### src/sv/fct_pkg.sv
// Shared types, constants and hash mixing function of the flow counter table.
package fct_pkg;

  localparam int SLOTS_DEFAULT = 1024;
  localparam int COUNT_W = 17;
  localparam int THRESH_W = 16;
  localparam int MIX_STEPS = 9;
  localparam int HASH_STAGES = 2 * MIX_STEPS;

  localparam logic [THRESH_W-1:0] THRESHOLD_RESET = 16'd1000;
  localparam logic [COUNT_W-1:0] COUNT_MAX = 17'h1FFFF;
  localparam logic [COUNT_W-1:0] COUNT_ONE = 17'd1;
  localparam logic [31:0] GOLDEN = 32'h9e3779b9;
  localparam logic [31:0] KEY_LEN = 32'd13;

  localparam logic REG_IDX_THRESHOLD = 1'b0;

  typedef struct packed {
    logic [7:0]  proto;
    logic [15:0] dport;
    logic [15:0] sport;
    logic [31:0] dst;
    logic [31:0] src;
  } flow_key_t;

  typedef struct packed {
    logic [COUNT_W-1:0] count;
    flow_key_t          key;
  } slot_entry_t;

  typedef struct packed {
    logic [31:0] a;
    logic [31:0] b;
    logic [31:0] c;
  } mix_t;

  typedef enum logic [1:0] {
    TBL_CLEAR,
    TBL_IDLE,
    TBL_CHECK
  } tbl_state_t;

  function automatic mix_t mix_line(input int step, input mix_t v);
    mix_t r;
    r = v;
    unique case (step)
      0: begin
        r.a = r.a - r.b - r.c;
        r.a = r.a ^ (r.c >> 13);
      end
      1: begin
        r.b = r.b - r.c - r.a;
        r.b = r.b ^ (r.a << 8);
      end
      2: begin
        r.c = r.c - r.a - r.b;
        r.c = r.c ^ (r.b >> 13);
      end
      3: begin
        r.a = r.a - r.b - r.c;
        r.a = r.a ^ (r.c >> 12);
      end
      4: begin
        r.b = r.b - r.c - r.a;
        r.b = r.b ^ (r.a << 16);
      end
      5: begin
        r.c = r.c - r.a - r.b;
        r.c = r.c ^ (r.b >> 5);
      end
      6: begin
        r.a = r.a - r.b - r.c;
        r.a = r.a ^ (r.c >> 3);
      end
      7: begin
        r.b = r.b - r.c - r.a;
        r.b = r.b ^ (r.a << 10);
      end
      8: begin
        r.c = r.c - r.a - r.b;
        r.c = r.c ^ (r.b >> 15);
      end
      default: begin
        r = v;
      end
    endcase
    return r;
  endfunction

endpackage

### src/sv/fct_hash.sv
// Pipelined key hash, one mixing line per stage.
module fct_hash (
  input  logic                clk,
  input  logic                rst,
  input  logic                in_valid,
  output logic                in_ready,
  input  fct_pkg::flow_key_t  in_key,
  output logic                out_valid,
  input  logic                out_ready,
  output logic [31:0]         out_hash,
  output fct_pkg::flow_key_t  out_key
);

  localparam int LAST = fct_pkg::HASH_STAGES;

  logic [LAST:0]      st_valid;
  fct_pkg::mix_t      st_mix [LAST+1];
  fct_pkg::mix_t      st_mix_next [LAST+1];
  fct_pkg::flow_key_t st_key [LAST+1];
  logic               en;

  assign en = !st_valid[LAST] || out_ready;
  assign in_ready = en;

  assign st_mix_next[0] = '{a: fct_pkg::GOLDEN + in_key.src,
                            b: fct_pkg::GOLDEN + in_key.dst,
                            c: {in_key.dport, in_key.sport}};

  for (genvar s = 1; s <= LAST; s++) begin : g_stage
    fct_pkg::mix_t line_out;
    assign line_out = fct_pkg::mix_line((s - 1) % fct_pkg::MIX_STEPS, st_mix[s-1]);
    if (s == fct_pkg::MIX_STEPS) begin : g_tail
      assign st_mix_next[s] = '{a: line_out.a + {24'b0, st_key[s-1].proto},
                                b: line_out.b,
                                c: line_out.c + fct_pkg::KEY_LEN};
    end else begin : g_body
      assign st_mix_next[s] = line_out;
    end
  end

  always_ff @(posedge clk) begin
    if (rst) begin
      st_valid <= '0;
    end else if (en) begin
      st_valid <= {st_valid[LAST-1:0], in_valid};
    end
  end

  always_ff @(posedge clk) begin
    if (en) begin
      st_key[0] <= in_key;
      for (int i = 0; i <= LAST; i++) begin
        st_mix[i] <= st_mix_next[i];
      end
      for (int i = 1; i <= LAST; i++) begin
        st_key[i] <= st_key[i-1];
      end
    end
  end

  assign out_valid = st_valid[LAST];
  assign out_hash = st_mix[LAST].c;
  assign out_key = st_key[LAST];

endmodule

### config.mk
export PLATFORM = sky130hd
export DESIGN_NAME = fct_hash
export DESIGN_NICKNAME = d
export VERILOG_FILES = /design/src/sv/fct_pkg.sv /design/src/sv/fct_hash.sv
export SDC_FILE = /design/constraint.sdc
export NUM_CORES = 2
export LEC_CHECK = 0
export ABC_AREA = 0
export ABC_CLOCK_PERIOD_IN_PS = 263300
export BUFFER_PORTS_ARGS = -buffer_cell sky130_fd_sc_hd__buf_2
export CAP_MARGIN = 20
export CORE_UTILIZATION = 55
export DETAILED_ROUTE_END_ITERATION = 10
export PLACE_DENSITY_LB_ADDON = 0.1
export SYNTH_ARGS = -nofsm -noshare
export SYNTH_HDL_FRONTEND = slang
export SYNTH_SLANG_ARGS = --single-unit
export TNS_END_PERCENT = 20
### constraint.sdc
create_clock -name clk -period 263.3 [get_ports clk]
set_input_delay 52.66 -clock clk [delete_from_list [all_inputs] [get_ports clk]]
set_output_delay 52.66 -clock clk [all_outputs]
set_load 0.03 [all_outputs]
==> impl_metrics.ini <==
[critical_path]
crit_arrival_ns = 54.11
r2r_end = st_key[18][68]$_DFFE_PP_
cpMaxStageDelayCell = inv_8
reg2reg_from = st_valid[18]$_SDFFE_PP0P_
r2r_slack_ns = 255.88
startpoint = out_ready
cp_cell_sequence = buf_2, nor2b_1, buf_4, inv_8, buf_2
required_ns = 210.64
cp_common_cell = buf_2
ff2ff_path_depth = 10
path_class = input port to primary output
slowest_delay_ns = 0.50
end_kind = primary output
start_kind = input port
endpoint = in_ready
worstPathMaxFanout = 130

[synth]
synth_area_mm2 = 0.1569
syn_area_per_cell_um2 = 16.19
ys_types = 99
syn-num-nets = 10950
synth_top_family_by_area = adder cells
yosys.area_share.simple_pct = 3.377
async_reset_ff_share_pct = 0
yosys_warnings = 0
synthAdderAreaFrac_pct = 11.82
synth.area.mux_share_pct = 0.04467
ys_ff_latch = 3659
synth-compound-area-share_pct = 5.644
ys_seq_area_share_pct = 69.93
synth_flop_cell = edfxtp_1
synth-edff-count = 3640
synth-xor-area-share_pct = 6.053
syn_inst = 9686

[run]
drv_cap = 0

[cells_and_area]
drive_above_1_share_pct = 7.939
area_growth_pct = 11.45
fin_nets = 11600
multiInputGateArea_mm2 = 0.04225
regArea_mm2 = 0.1097
fillers = 20800

[global_route]
grt_pass1_wl_um = 447700
grt_overflow = 0
track_usage_pct = 20.62
grt_max_degree = 220
antenna_found_initial = 12
grt_pass1_vias = 78640

[die]
row_count = 195
start_util_pct = 55.42
io_pins = 246
dieArea_mm2 = 0.2873
fp.coreArea_mm2 = 0.2830
die_height_um = 536.0
fp.dieW_um = 536.0

[detailed_routing]
routed_via_density = 5.226
drc_errors = 0
post_drt_wl_per_cell_um = 20.48
vias = 75090
drtAntennaViolNets = 0
drt-pass1-iter-count = 8
totalWireLength_um = 294300
drtIter0Drc = 4576

[clocking]
cts_hold_buf = 0
cts_tree = done
cts_buffer_depth = 4
cts_made_buffers = 370
cts.clk_slew.worst_paths_ns = 0.06
cts_resized = 0
ctsHtreeMaxLevel = 5
post_cts_buffers = 0
cts_root_buf = clkbuf_16
insertion_delay_ns = 0.92
cts.sinks = 3659

[sta]
max_clock_freq_ghz = 0.009366
rsz0062_at_grt = no
fin_crit_sh_pct = 40.55
relSlewSlack_pct = 10.98
fin_setup_tns_ns = 0
setup_violations = 0
worst_slew_pin_slew_ns = 1.302
period_needed_ns = 106.78
hold_viol_final = 0
maxSlewViolCount = 0
skew_ns = 0.08276

[place]
port_buffers = 245
hpwl_um = 218800
place.gp.congestion = 0.9258

[run_status]
status = completed

[hold_path]
hp-class = flip-flop to flip-flop
## Yosys cell counts (9+ instances only)
master        n  area (um^2)
inv_1      1281         4808
fa_1        548        10970
nor3_1       84        420.4
a31oi_1      51        319.1
o21ai_1       9        45.04
ha_1        605         7570
o21ai_0     233         1166
a21o_1      209         1569
nor2b_1      43        269.0
a21boi_0     17        127.6
or4_1        10        75.07
o311ai_0      9        78.83
nor4_1       12        75.07
a21oi_1     451         2257
nand2_1     340         1276
a41oi_1      13        113.9
nand2b_1     63        394.1
nand3_1     107        535.5
o2111ai_1    10        87.58
xnor2_1     795         6963
nor2_1      249        934.7
o211ai_1     38        285.3
or3_1        14        87.58
or2_2        16        100.1
clkbuf_1     21        78.83
and3_1       39        244.0
o41ai_1      13        113.9
a211o_1      10        87.58
dfxtp_1      19        380.4
a211oi_1     45        337.8
o21a_1       76        570.6
nand4_1      45        281.5
and2_1       28        175.2
o31ai_1      24        180.2
edfxtp_1   3640       109300
xor2_1      289         2531
o21bai_1     60        450.4
## critical path, delay by kind of cell
family	cells	cell delay [ns]
buffers and inverters	4	1.13
and+or+nand+nor	1	0.04
## layout make-up
type,count,share of cell area (%)
Clock inverter,184,1.107
Multi-Input combinational cell,4720,24.17
Tap cell,3743,2.679
Clock buffer,471,5.538
Sequential cell,3659,62.74
Antenna cell,6,0.008589
Timing Repair Buffer,303,0.9949
Inverter,1282,2.757
## per-stage QoR
stage	instances	hold WS (ns)	setup WS, ns	area (um^2)	util [%]
global route	14360	0.3972	156.47	174800	61.76
floorplan	9686	0.4003	59.76	156900	-
detailed placement	13710	0.4045	156.56	163100	57.64
finish	14370	0.3935	156.53	174800	61.77
global placement	13710	0.4003	156.57	163100	57.64
CTS	14360	0.3893	156.56	174700	61.74
## layout by cell type (no fill, tap or decap), types with 43 or more instances in the layout
master	netlist	layout
nor2_1	249	249
nand3_1	107	107
inv_1	1281	1281
clkbuf_16	0	372
o21a_1	76	76
a31oi_1	51	51
nor3_1	84	84
o21ai_0	233	233
xor2_1	289	289
nand2b_1	63	63
buf_4	0	53
nor2b_1	43	43
xnor2_1	795	795
a211oi_1	45	45
buf_2	1	245
clkinv_1	1	67
a21oi_1	451	451
clkbuf_1	21	99
nand2_1	340	340
nand4_1	45	45
a21o_1	209	209
ha_1	605	605
edfxtp_1	3640	3640
clkinv_2	0	51
fa_1	548	548
o21bai_1	60	60
## logic make-up (layout without fill, tap and decap cells)
group,after synthesis,after routing
AOI/OAI and AO/OA,1380,1380
adders and majority gates,1153,1153
DFF,3659,3659
other,0,6
muxes,7,7
and+or+nand+nor,1096,1096
xor gates and xnor gates,1084,1084
buffers and inverters,1307,2240
## state kept, by name, indices dropped and copies added, names as in the netlist
name,count
st_key,1976
st_mix,1664
st_valid,19
## per-layer routing
metal  track usage (%)  share of wire (%)
met3             2.817                3.5
met1             23.89                 39
met2             37.79                 53
met4             9.564                5.0
met5                 0                  0
## worst min-delay path by stage
| stage | from | to | slack (ns) | cells past startpoint |
|---|---|---|---|---|
| after detailed placement | st_key[9][101]$_DFFE_PP_ | st_key[10][101]$_DFFE_PP_ | 0.40 | 0 |
| after floorplan | st_key[9][0]$_DFFE_PP_ | st_key[10][0]$_DFFE_PP_ | 0.40 | 0 |
| after global routing | st_key[12][33]$_DFFE_PP_ | st_key[13][33]$_DFFE_PP_ | 0.40 | 0 |
| after global placement | st_key[8][30]$_DFFE_PP_ | st_key[9][30]$_DFFE_PP_ | 0.40 | 0 |
| final | st_key[12][33]$_DFFE_PP_ | st_key[13][33]$_DFFE_PP_ | 0.39 | 0 |
| after CTS | st_key[6][69]$_DFFE_PP_ | st_key[7][69]$_DFFE_PP_ | 0.39 | 0 |
Power is left out: the tool's default activity adds up to more than one toggle a clock period on the data nets, which glitch-free logic cannot reach.
