$ cat config.mk
export PLATFORM = sky130hd
export DESIGN_NAME = fct_slot_index
export DESIGN_NICKNAME = d
export VERILOG_FILES = /design/src/sv/fct_pkg.sv /design/src/sv/fct_slot_index.sv
export SDC_FILE = /design/constraint.sdc
export NUM_CORES = 1
export LEC_CHECK = 0
export BUFFER_PORTS_ARGS = -buffer_cell sky130_fd_sc_hd__buf_4
export CAP_MARGIN = 20
export CORE_UTILIZATION = 30
export DETAILED_ROUTE_END_ITERATION = 12
export RECOVER_POWER = 50
export SYNTH_ARGS = -nofsm -noshare
export SYNTH_HDL_FRONTEND = slang
export SYNTH_SLANG_ARGS = --single-unit
$ cat constraint.sdc
create_clock -name clk -period 3.3 [get_ports clk]
set_clock_uncertainty 0.15 [all_clocks]
set_input_delay 0.33 -clock clk [delete_from_list [all_inputs] [get_ports clk]]
set_output_delay 0.33 -clock clk [all_outputs]
set_load 0.02 [all_outputs]
$ cat src/sv/fct_pkg.sv
// Shared types, constants and hash mixing function of the flow counter table.
package fct_pkg;

  localparam int SLOTS_DEFAULT = 1024;
  localparam int COUNT_W = 17;
  localparam int THRESH_W = 16;
  localparam int MIX_STEPS = 9;
  localparam int HASH_STAGES = 2 * MIX_STEPS;

  localparam logic [THRESH_W-1:0] THRESHOLD_RESET = 16'd1000;
  localparam logic [COUNT_W-1:0] COUNT_MAX = 17'h1FFFF;
  localparam logic [COUNT_W-1:0] COUNT_ONE = 17'd1;
  localparam logic [31:0] GOLDEN = 32'h9e3779b9;
  localparam logic [31:0] KEY_LEN = 32'd13;

  localparam logic REG_IDX_THRESHOLD = 1'b0;

  typedef struct packed {
    logic [7:0]  proto;
    logic [15:0] dport;
    logic [15:0] sport;
    logic [31:0] dst;
    logic [31:0] src;
  } flow_key_t;

  typedef struct packed {
    logic [COUNT_W-1:0] count;
    flow_key_t          key;
  } slot_entry_t;

  typedef struct packed {
    logic [31:0] a;
    logic [31:0] b;
    logic [31:0] c;
  } mix_t;

  typedef enum logic [1:0] {
    TBL_CLEAR,
    TBL_IDLE,
    TBL_CHECK
  } tbl_state_t;

  function automatic mix_t mix_line(input int step, input mix_t v);
    mix_t r;
    r = v;
    unique case (step)
      0: begin
        r.a = r.a - r.b - r.c;
        r.a = r.a ^ (r.c >> 13);
      end
      1: begin
        r.b = r.b - r.c - r.a;
        r.b = r.b ^ (r.a << 8);
      end
      2: begin
        r.c = r.c - r.a - r.b;
        r.c = r.c ^ (r.b >> 13);
      end
      3: begin
        r.a = r.a - r.b - r.c;
        r.a = r.a ^ (r.c >> 12);
      end
      4: begin
        r.b = r.b - r.c - r.a;
        r.b = r.b ^ (r.a << 16);
      end
      5: begin
        r.c = r.c - r.a - r.b;
        r.c = r.c ^ (r.b >> 5);
      end
      6: begin
        r.a = r.a - r.b - r.c;
        r.a = r.a ^ (r.c >> 3);
      end
      7: begin
        r.b = r.b - r.c - r.a;
        r.b = r.b ^ (r.a << 10);
      end
      8: begin
        r.c = r.c - r.a - r.b;
        r.c = r.c ^ (r.b >> 15);
      end
      default: begin
        r = v;
      end
    endcase
    return r;
  endfunction

endpackage

$ cat src/sv/fct_slot_index.sv
// Reduction of the hash to a slot index by reciprocal multiplication.
module fct_slot_index #(
  parameter int SLOTS = fct_pkg::SLOTS_DEFAULT
) (
  input  logic                     clk,
  input  logic                     rst,
  input  logic                     in_valid,
  output logic                     in_ready,
  input  logic [31:0]              in_hash,
  input  fct_pkg::flow_key_t       in_key,
  output logic                     out_valid,
  input  logic                     out_ready,
  output logic [$clog2(SLOTS)-1:0] out_idx,
  output fct_pkg::flow_key_t       out_key
);

  localparam int IDX_W = $clog2(SLOTS);
  localparam logic [31:0] RECIP = 32'((64'd1 << 32) / SLOTS);
  localparam logic [31:0] DIVISOR = 32'(SLOTS);
  localparam logic [IDX_W:0] DIVISOR_REM = (IDX_W + 1)'(SLOTS);

  logic [2:0]         st_valid;
  logic               en;
  logic [31:0]        hash1;
  logic [63:0]        prod1;
  logic [IDX_W:0]     rem2;
  logic [IDX_W-1:0]   idx3;
  fct_pkg::flow_key_t key1;
  fct_pkg::flow_key_t key2;
  fct_pkg::flow_key_t key3;
  logic [63:0]        prod_next;
  logic [31:0]        qd;
  logic [31:0]        rem_full;

  assign en = !st_valid[2] || out_ready;
  assign in_ready = en;

  assign prod_next = in_hash * RECIP;
  assign qd = prod1[63:32] * DIVISOR;
  assign rem_full = hash1 - qd;

  always_ff @(posedge clk) begin
    if (rst) begin
      st_valid <= '0;
    end else if (en) begin
      st_valid <= {st_valid[1:0], in_valid};
    end
  end

  always_ff @(posedge clk) begin
    if (en) begin
      hash1 <= in_hash;
      prod1 <= prod_next;
      key1 <= in_key;
      rem2 <= rem_full[IDX_W:0];
      key2 <= key1;
      if (rem2 >= DIVISOR_REM) begin
        idx3 <= IDX_W'(rem2 - DIVISOR_REM);
      end else begin
        idx3 <= rem2[IDX_W-1:0];
      end
      key3 <= key2;
    end
  end

  assign out_valid = st_valid[2];
  assign out_idx = idx3;
  assign out_key = key3;

endmodule

==> results of run 1 <==
## worst max-delay path, stage by stage, from the launching register on
cell and delay, ns:
dfxtp_1 0.33, nand2b_4 0.43, buf_12 0.31, buf_4 0.19
## worst paths after layout
path,from,end,slack (ns),cells after the start
max,st_valid[2]$_SDFFE_PP0P_,in_ready,1.02,3
min,key2[45]$_DFFE_PP_,out_key[45]$_DFFE_PP_,0.26,0
max reg2reg,st_valid[2]$_SDFFE_PP0P_,key1[33]$_DFFE_PP_,1.44,2
min reg2reg,key2[45]$_DFFE_PP_,out_key[45]$_DFFE_PP_,0.26,0
## cells by family after synthesis
logic type / synth area share, %
AND/OR/NAND/NOR: 0.313
buffers and inverters: 0.0361
multiplexers: 0.193
AO/OA/AOI/OAI: 0.0481
flip-flops: 99.4
## final cells by class
type | count | area, µm²
timing repair buffer | 355 | 2910
fill | 2894 | 18800
sequential | 345 | 10300
multi-input combinational | 7 | 57.6
clock inverter | 23 | 154
tap | 448 | 561
clock buffer | 46 | 1000
inverter | 1 | 3.75
## placed cells by master, fill, tap and decap left out, drive strengths merged
| cell type | Yosys | routed |
|---|---|---|
| clkinv | 0 | 16 |
| clkbuf | 0 | 185 |
| nand2b | 4 | 4 |
| mux2i | 2 | 2 |
| edfxtp | 342 | 342 |
| dfxtp | 3 | 3 |
| clkinvlp | 0 | 4 |
| bufinv | 0 | 1 |
| a21oi | 1 | 1 |
| inv | 1 | 3 |
| buf | 0 | 100 |
| dlygate4sd3 | 0 | 116 |
## synth_stat cells
cell      number  area [µm²]
a21oi_1        1        5.00
dfxtp_1        3        60.1
edfxtp_1     342       10300
inv_1          1        3.75
mux2i_1        2        20.0
nand2b_1       3        18.8
nand2b_4       1        13.8
## metrics by stage
step	util, %	TNS (ns)	area, µm²
floorplan	-	-29.97	10400
global placement	37.9	0	12800
detailed placement	37.9	0	12800
CTS	44.7	0	15100
global route	44.4	0	15000
finish	44.4	0	15000
## sequential cells by signal, summed over array words and instances, names as in the netlist
register	count
key1	104
key2	104
out_idx	10
out_key	104
prod1	10
rem2	10
st_valid	3
## report_power, final
group	internal [mW]	switching, mW
combinational	0.293	0.289
sequential	5.16	0.0797
clock	2.25	1.62
## routing by layer
layer / vias up / track usage, %
met4: 2 / 3.94
li1: 2241 / -
met2: 187 / 16.4
met3: 32 / 4.25
met1: 2298 / 11.4
met5: - / 0
==> results_dict.tcl, run 1 <==
set metrics [dict create \
    final_nets 888 \
    post-place-ws_ns 1.27 \
    antenna_found_initial 1 \
    cts.sinks 345 \
    max-slew-margin-rel_pct 62.2 \
    postRouteAntennaNets 0 \
    critPathKind "flip-flop to output port" \
    path_clk_slew_ns 0.07 \
    grt_pass1_wl_mm 27.0 \
    start_util_pct 30.8 \
    syn-mean-instance-area_um2 29.4 \
    min_path_type "flip-flop to flip-flop" \
    pin_count 256 \
    synth-seq-area-share_pct 99.4 \
    drive_gt1_share_pct 34.4 \
    met1Wirelength_mm 7.11 \
    drc 0 \
    cp-end-kind "output port" \
    synth-seq-cells 345 \
    die_w_um 188 \
    stdcell_count 1225 \
    drtIter0Drc 206 \
    grt.total_usage_pct 9.94 \
    start_kind "flip-flop" \
    highest_layer "met5" \
    post_cts_buffers 0 \
    critPathMaxFanout 39 \
    critical_path_required_ns 2.82 \
    power.total_mw 9.70 \
    fmax_mhz 438 \
    drv_cap 0 \
    p_leak_nw 5.75 \
    route.met3.wl_mm 1.66 \
    netlist_area_um2 10400 \
    placed_cells 1040 \
    first_global_vias 4997 \
    vias 4760 \
    die_area_um2 35400 \
    htreeDepth 2 \
    p_per_area_nw_per_um2 646 \
    numCtsBuffers 38 \
    critPathArrivalTime_ns 1.80 \
    area_delta_synth_final_pct 44.5 \
    synth_cell_types 7 \
    fp.dieH_um 188 \
    wire_per_inst_um 14.5 \
    status "finished clean" \
    setup_slack_ns 1.02 \
    rsz0062_at_grt "false" \
    antenna_cells 0 \
    slew_violations 0 \
    grt_max_degree 109 \
    core_area_um2 33800 \
    synth_warnings 0 \
    cts_hold_buf 116 \
    setup_violations 0 \
    gp_congestion 0.684 \
    ir_drop_uv 374 \
    syn_inst 353 \
    holdWs_ns 0.262 \
    hold_viol_final 0 \
    routed_wirelength_mm 17.8 \
    row_count 67 \
    clock_latency_ns 0.50 \
    overflow 0 \
    cts_resized 0 \
    tritoncts "built" \
    tightest_slew_ns 0.567 \
    clockBufferDepth 3 \
    wl_met2_mm 8.60 \
    clockRootBuffer "clkbuf_16" \
    finalCriticalPeriod_ns 2.28 \
    vias_per_cell 3.89 \
    hpwlAfterDp_mm 10.8 \
    drt-pass1-iter-count 4 \
    port_buffers 233 \
    finalCritPeriodShare_pct 69.2 \
    synth_nets 493 \
]
Power figures use the tool's default switching activity.
==> inputs of run 2 (changes only) <==
==> constraint.sdc (replaced) <==
create_clock -name clk -period 1.9 [get_ports clk]
set_clock_uncertainty 0.15 [all_clocks]
set_input_delay 0.19 -clock clk [delete_from_list [all_inputs] [get_ports clk]]
set_output_delay 0.19 -clock clk [all_outputs]
set_load 0.02 [all_outputs]
==> results_dict.tcl, run 2 (synthesized netlist as in run 1, its figures left out) <==
set metrics [dict create \
    grt_pass1_wl_mm 27.3 \
    area_delta_synth_final_pct 46.8 \
    tightest_slew_ns 0.498 \
    fp.dieH_um 188 \
    start_kind "flip-flop" \
    die_w_um 188 \
    finalCriticalPeriod_ns 1.79 \
    path_clk_slew_ns 0.06 \
    grt_max_degree 75 \
    hold_viol_final 0 \
    die_area_um2 35400 \
    clockRootBuffer "clkbuf_16" \
    min_path_type "input port to flip-flop" \
    drc 0 \
    postRouteAntennaNets 0 \
    cp-end-kind "output port" \
    p_per_area_nw_per_um2 1120 \
    critPathMaxFanout 8 \
    grt.total_usage_pct 10.2 \
    clockBufferDepth 3 \
    start_util_pct 30.8 \
    pin_count 256 \
    overflow 0 \
    max-slew-margin-rel_pct 66.8 \
    antenna_found_initial 1 \
    drv_cap 0 \
    holdWs_ns 0.251 \
    core_area_um2 33800 \
    setup_violations 0 \
    gp_congestion 0.678 \
    rsz0062_at_grt "false" \
    htreeDepth 2 \
    wire_per_inst_um 14.7 \
    finalCritPeriodShare_pct 94.0 \
    row_count 67 \
    slew_violations 0 \
    status "finished clean" \
    placed_cells 1050 \
    layout_common_cells "342 x edfxtp_1, 126 x buf_4, 119 x dlygate4sd3_1" \
    setup_slack_ns 0.114 \
    vias_per_cell 3.89 \
    tritoncts "built" \
    final_nets 902 \
    hpwlAfterDp_mm 11.0 \
    numCtsBuffers 37 \
    port_buffers 233 \
    critPathArrivalTime_ns 1.45 \
    critPathKind "flip-flop to output port" \
    mostFrequentLayoutCell "edfxtp_1" \
    ir_drop_uv 756 \
    first_global_vias 4956 \
    p_leak_nw 5.93 \
    final_core_utilization_pct 45.2 \
    fin_tns_setup_ns 0 \
    dpl_cell_area_um2 12900 \
    fin_area_um2 15300 \
    cts.sinks 345 \
    fmax_mhz 560 \
    drt-pass1-iter-count 4 \
    cts_resized 0 \
    vias 4798 \
    clock_latency_ns 0.50 \
    post-place-ws_ns 0.423 \
    critical_path_required_ns 1.56 \
    routed_wirelength_mm 18.2 \
    drtIter0Drc 216 \
    power.total_mw 17.0 \
    stdcell_count 1235 \
    drive_gt1_share_pct 38.4 \
]
## run 2: worst paths after layout
path | depth (start not counted) | end | from | slack, ns
max | 4 | in_ready | st_valid[2]$_SDFFE_PP0P_ | 0.11
min reg2reg | 0 | rem2[4]$_DFFE_PP_ | prod1[26]$_DFFE_PP_ | 0.26
max reg2reg | 3 | key2[64]$_DFFE_PP_ | st_valid[2]$_SDFFE_PP0P_ | 0.15
min | 4 | key1[72]$_DFFE_PP_ | out_ready | 0.25
## run 2: final cells by class
type | instances | area [µm²]
diodes | 1 | 2.50
multi-input cells | 7 | 57.6
well taps | 448 | 561
clock inverters | 20 | 210
repair buffers | 370 | 3140
fillers | 2843 | 18500
inverters | 1 | 3.75
clock buffers | 43 | 948
flip-flops and latches | 345 | 10300
## run 2: worst max-delay path, stage by stage (launching register included)
cell and delay [ns]:
dfxtp_2 0.35, nand2b_4 0.12, buf_12 0.16, buf_4 0.16, buf_4 0.16
## run 2: what timing repair did
item | in CTS | in global routing
setup endpoints to repair | 1 | 0
buffers inserted | 1 | 0
hold endpoints to repair | 118 | 0
hold buffers | 119 | 0
## run 2: power by group
| group | switching [mW] | internal (mW) |
|---|---|---|
| Sequential | 0.142 | 8.96 |
| Combinational | 0.510 | 0.555 |
| Clock | 2.74 | 4.12 |
## run 2: routing by layer
layer	vias to the layer above	share of wire, %	global-route usage (%)
met5	-	0	0
met4	0	2.3	3.78
met3	37	9.5	4.27
met2	188	48	16.6
met1	2310	40	12.0
li1	2263	-	-
==> inputs of run 3 (changes only) <==
--- a/config.mk
+++ b/config.mk
@@ -8,6 +8,7 @@
 export BUFFER_PORTS_ARGS = -buffer_cell sky130_fd_sc_hd__buf_4
 export CAP_MARGIN = 20
 export CORE_UTILIZATION = 30
+export CTS_BUF_LIST = sky130_fd_sc_hd__clkbuf_4 sky130_fd_sc_hd__clkbuf_8
 export DETAILED_ROUTE_END_ITERATION = 12
 export RECOVER_POWER = 50
 export SYNTH_ARGS = -nofsm -noshare
==> results_dict.tcl, run 3 (synthesized netlist as in run 1, its figures left out) <==
set metrics [dict create \
    setup_violations 0 \
    die_area_um2 35400 \
    htreeDepth 2 \
    post-place-ws_ns 0.423 \
    start_util_pct 30.8 \
    max-slew-margin-rel_pct 63.0 \
    drive_gt1_share_pct 41.0 \
    tightest_slew_ns 0.554 \
    clockRootBuffer "clkbuf_8" \
    mostFrequentLayoutCell "edfxtp_1" \
    rr_worst_depth 4 \
    gr-usage-met2_pct 16.7 \
    grt_max_degree 75 \
    cpLargestDelayFamily "buffers and inverters" \
    gr-usage-met3_pct 4.29 \
    finalCriticalPeriod_ns 1.81 \
    slew_violations 0 \
    critical_path_required_ns 1.56 \
    ir_drop_uv 665 \
    core_area_um2 33800 \
    min_path_type "input port to flip-flop" \
    cts.sinks 345 \
    clockBufferDepth 3 \
    finalCritPeriodShare_pct 95.3 \
    grt.busiest_layer "met2" \
    grt_pass1_wl_mm 27.7 \
    drt-pass1-iter-count 4 \
    cp_num_cells 6 \
    wire_per_inst_um 14.5 \
    path_cells "dlygate4sd3_1 > buf_4 > nand2b_4 > buf_12 > buf_4 > buf_4" \
    grt_use_met1_pct 11.9 \
    drc 0 \
    hold_viol_final 0 \
    status "finished clean" \
    hold_depth 2 \
    fmax_mhz 552 \
    final_nets 921 \
    critPathKind "input port to output port" \
    pin_count 256 \
    layout_common_cells "342 x edfxtp_1, 128 x clkbuf_4, 126 x buf_4" \
    setup_slack_ns 0.0891 \
    port_buffers 233 \
    drtIter0Drc 226 \
    grt.total_usage_pct 10.3 \
    antenna_found_initial 2 \
    p_leak_nw 5.99 \
    n_fill_cell 2845 \
    area_delta_synth_final_pct 47.0 \
    overflow 0 \
    critPathArrivalTime_ns 1.47 \
    routed_wirelength_mm 18.4 \
    path_buf_inv 5 \
    cp_common_cell "buf_4" \
    numCtsBuffers 55 \
    rsz0062_at_grt "false" \
    crit_slowest_cell "dlygate4sd3_1" \
    path_clk_slew_ns 0.06 \
    postRouteAntennaNets 0 \
    tritoncts "built" \
    vias 4893 \
    cp-end-kind "output port" \
    stdcell_count 1270 \
    p_per_area_nw_per_um2 1090 \
    gp_congestion 0.678 \
    start_kind "input port" \
    row_count 67 \
    clock_latency_ns 0.57 \
    vias_per_cell 3.85 \
    placed_cells 1050 \
    first_global_vias 5131 \
    critPathMaxFanout 8 \
    slowest_delay_ns 0.54 \
    die_w_um 188 \
    hpwlAfterDp_mm 11.0 \
    drv_cap 0 \
    fp.dieH_um 188 \
    holdWs_ns 0.207 \
]
## run 3: cell types whose count changed in the layout (fill, tap and decap cells not counted)
cell,change
clkbuf_8,+57
clkbuf_4,+17
clkinv_4,-3
clkbuf_1,-7
clkinv_1,+7
inv_6,-1
buf_12,+2
bufinv_16,+1
clkinv_2,-1
clkbuf_16,-37
## run 3: final timing paths
check / slack, ns / endpoint / from
worst max-delay path: 0.09 / in_ready / out_ready
worst min-delay path: 0.21 / key1[59]$_DFFE_PP_ / in_key[59]
worst max register to register: 0.16 / key1[26]$_DFFE_PP_ / st_valid[2]$_SDFFE_PP0P_
worst min register to register: 0.26 / key2[50]$_DFFE_PP_ / key1[50]$_DFFE_PP_
## run 3: report_power, final
| part | switching [mW] | total (mW) | internal [mW] |
|---|---|---|---|
| clock | 2.70 | 6.48 | 3.78 |
| sequential | 0.141 | 9.10 | 8.96 |
| combinational | 0.512 | 1.07 | 0.560 |
| total | 3.36 | 16.7 | 13.3 |
## run 3: per-stage QoR
step,area [µm²],util [%],power [mW],TNS [ns]
global placement,12900,38.3,10.1,0
detailed placement,12900,38.3,10.2,0
CTS,15300,45.3,17.0,0
global route,15300,45.2,17.3,0
finish,15300,45.2,16.7,0
floorplan,10400,-,9.55,-512.06
## run 3: cell type report
class	count	area [µm²]	area share, %
Sequential cell	345	10300	67.7
Clock inverter	23	226	1.48
Tap cell	448	561	3.67
Multi-Input combinational cell	7	57.6	0.377
Inverter	1	3.75	0.0246
Timing Repair Buffer	371	3180	20.8
Antenna cell	1	2.50	0.0164
Clock buffer	74	912	5.97
## run 3: timing repair
action                                 4_1_cts  5_1_grt
endpoints found under the hold margin      118        0
resized for setup                            0        0
hold buffers                               119        0
buffers inserted                             2        0
setup endpoints to repair                    1        0
## run 3: metal layers
| metal | part of all wire (%) | wire, µm | vias to the layer above |
|---|---|---|---|
| met5 | 0 | 0 | - |
| met4 | 2.4 | 448 | 0 |
| met3 | 9.4 | 1730 | 45 |
| met2 | 48 | 8920 | 200 |
| met1 | 40 | 7330 | 2334 |
| li1 | - | - | 2314 |
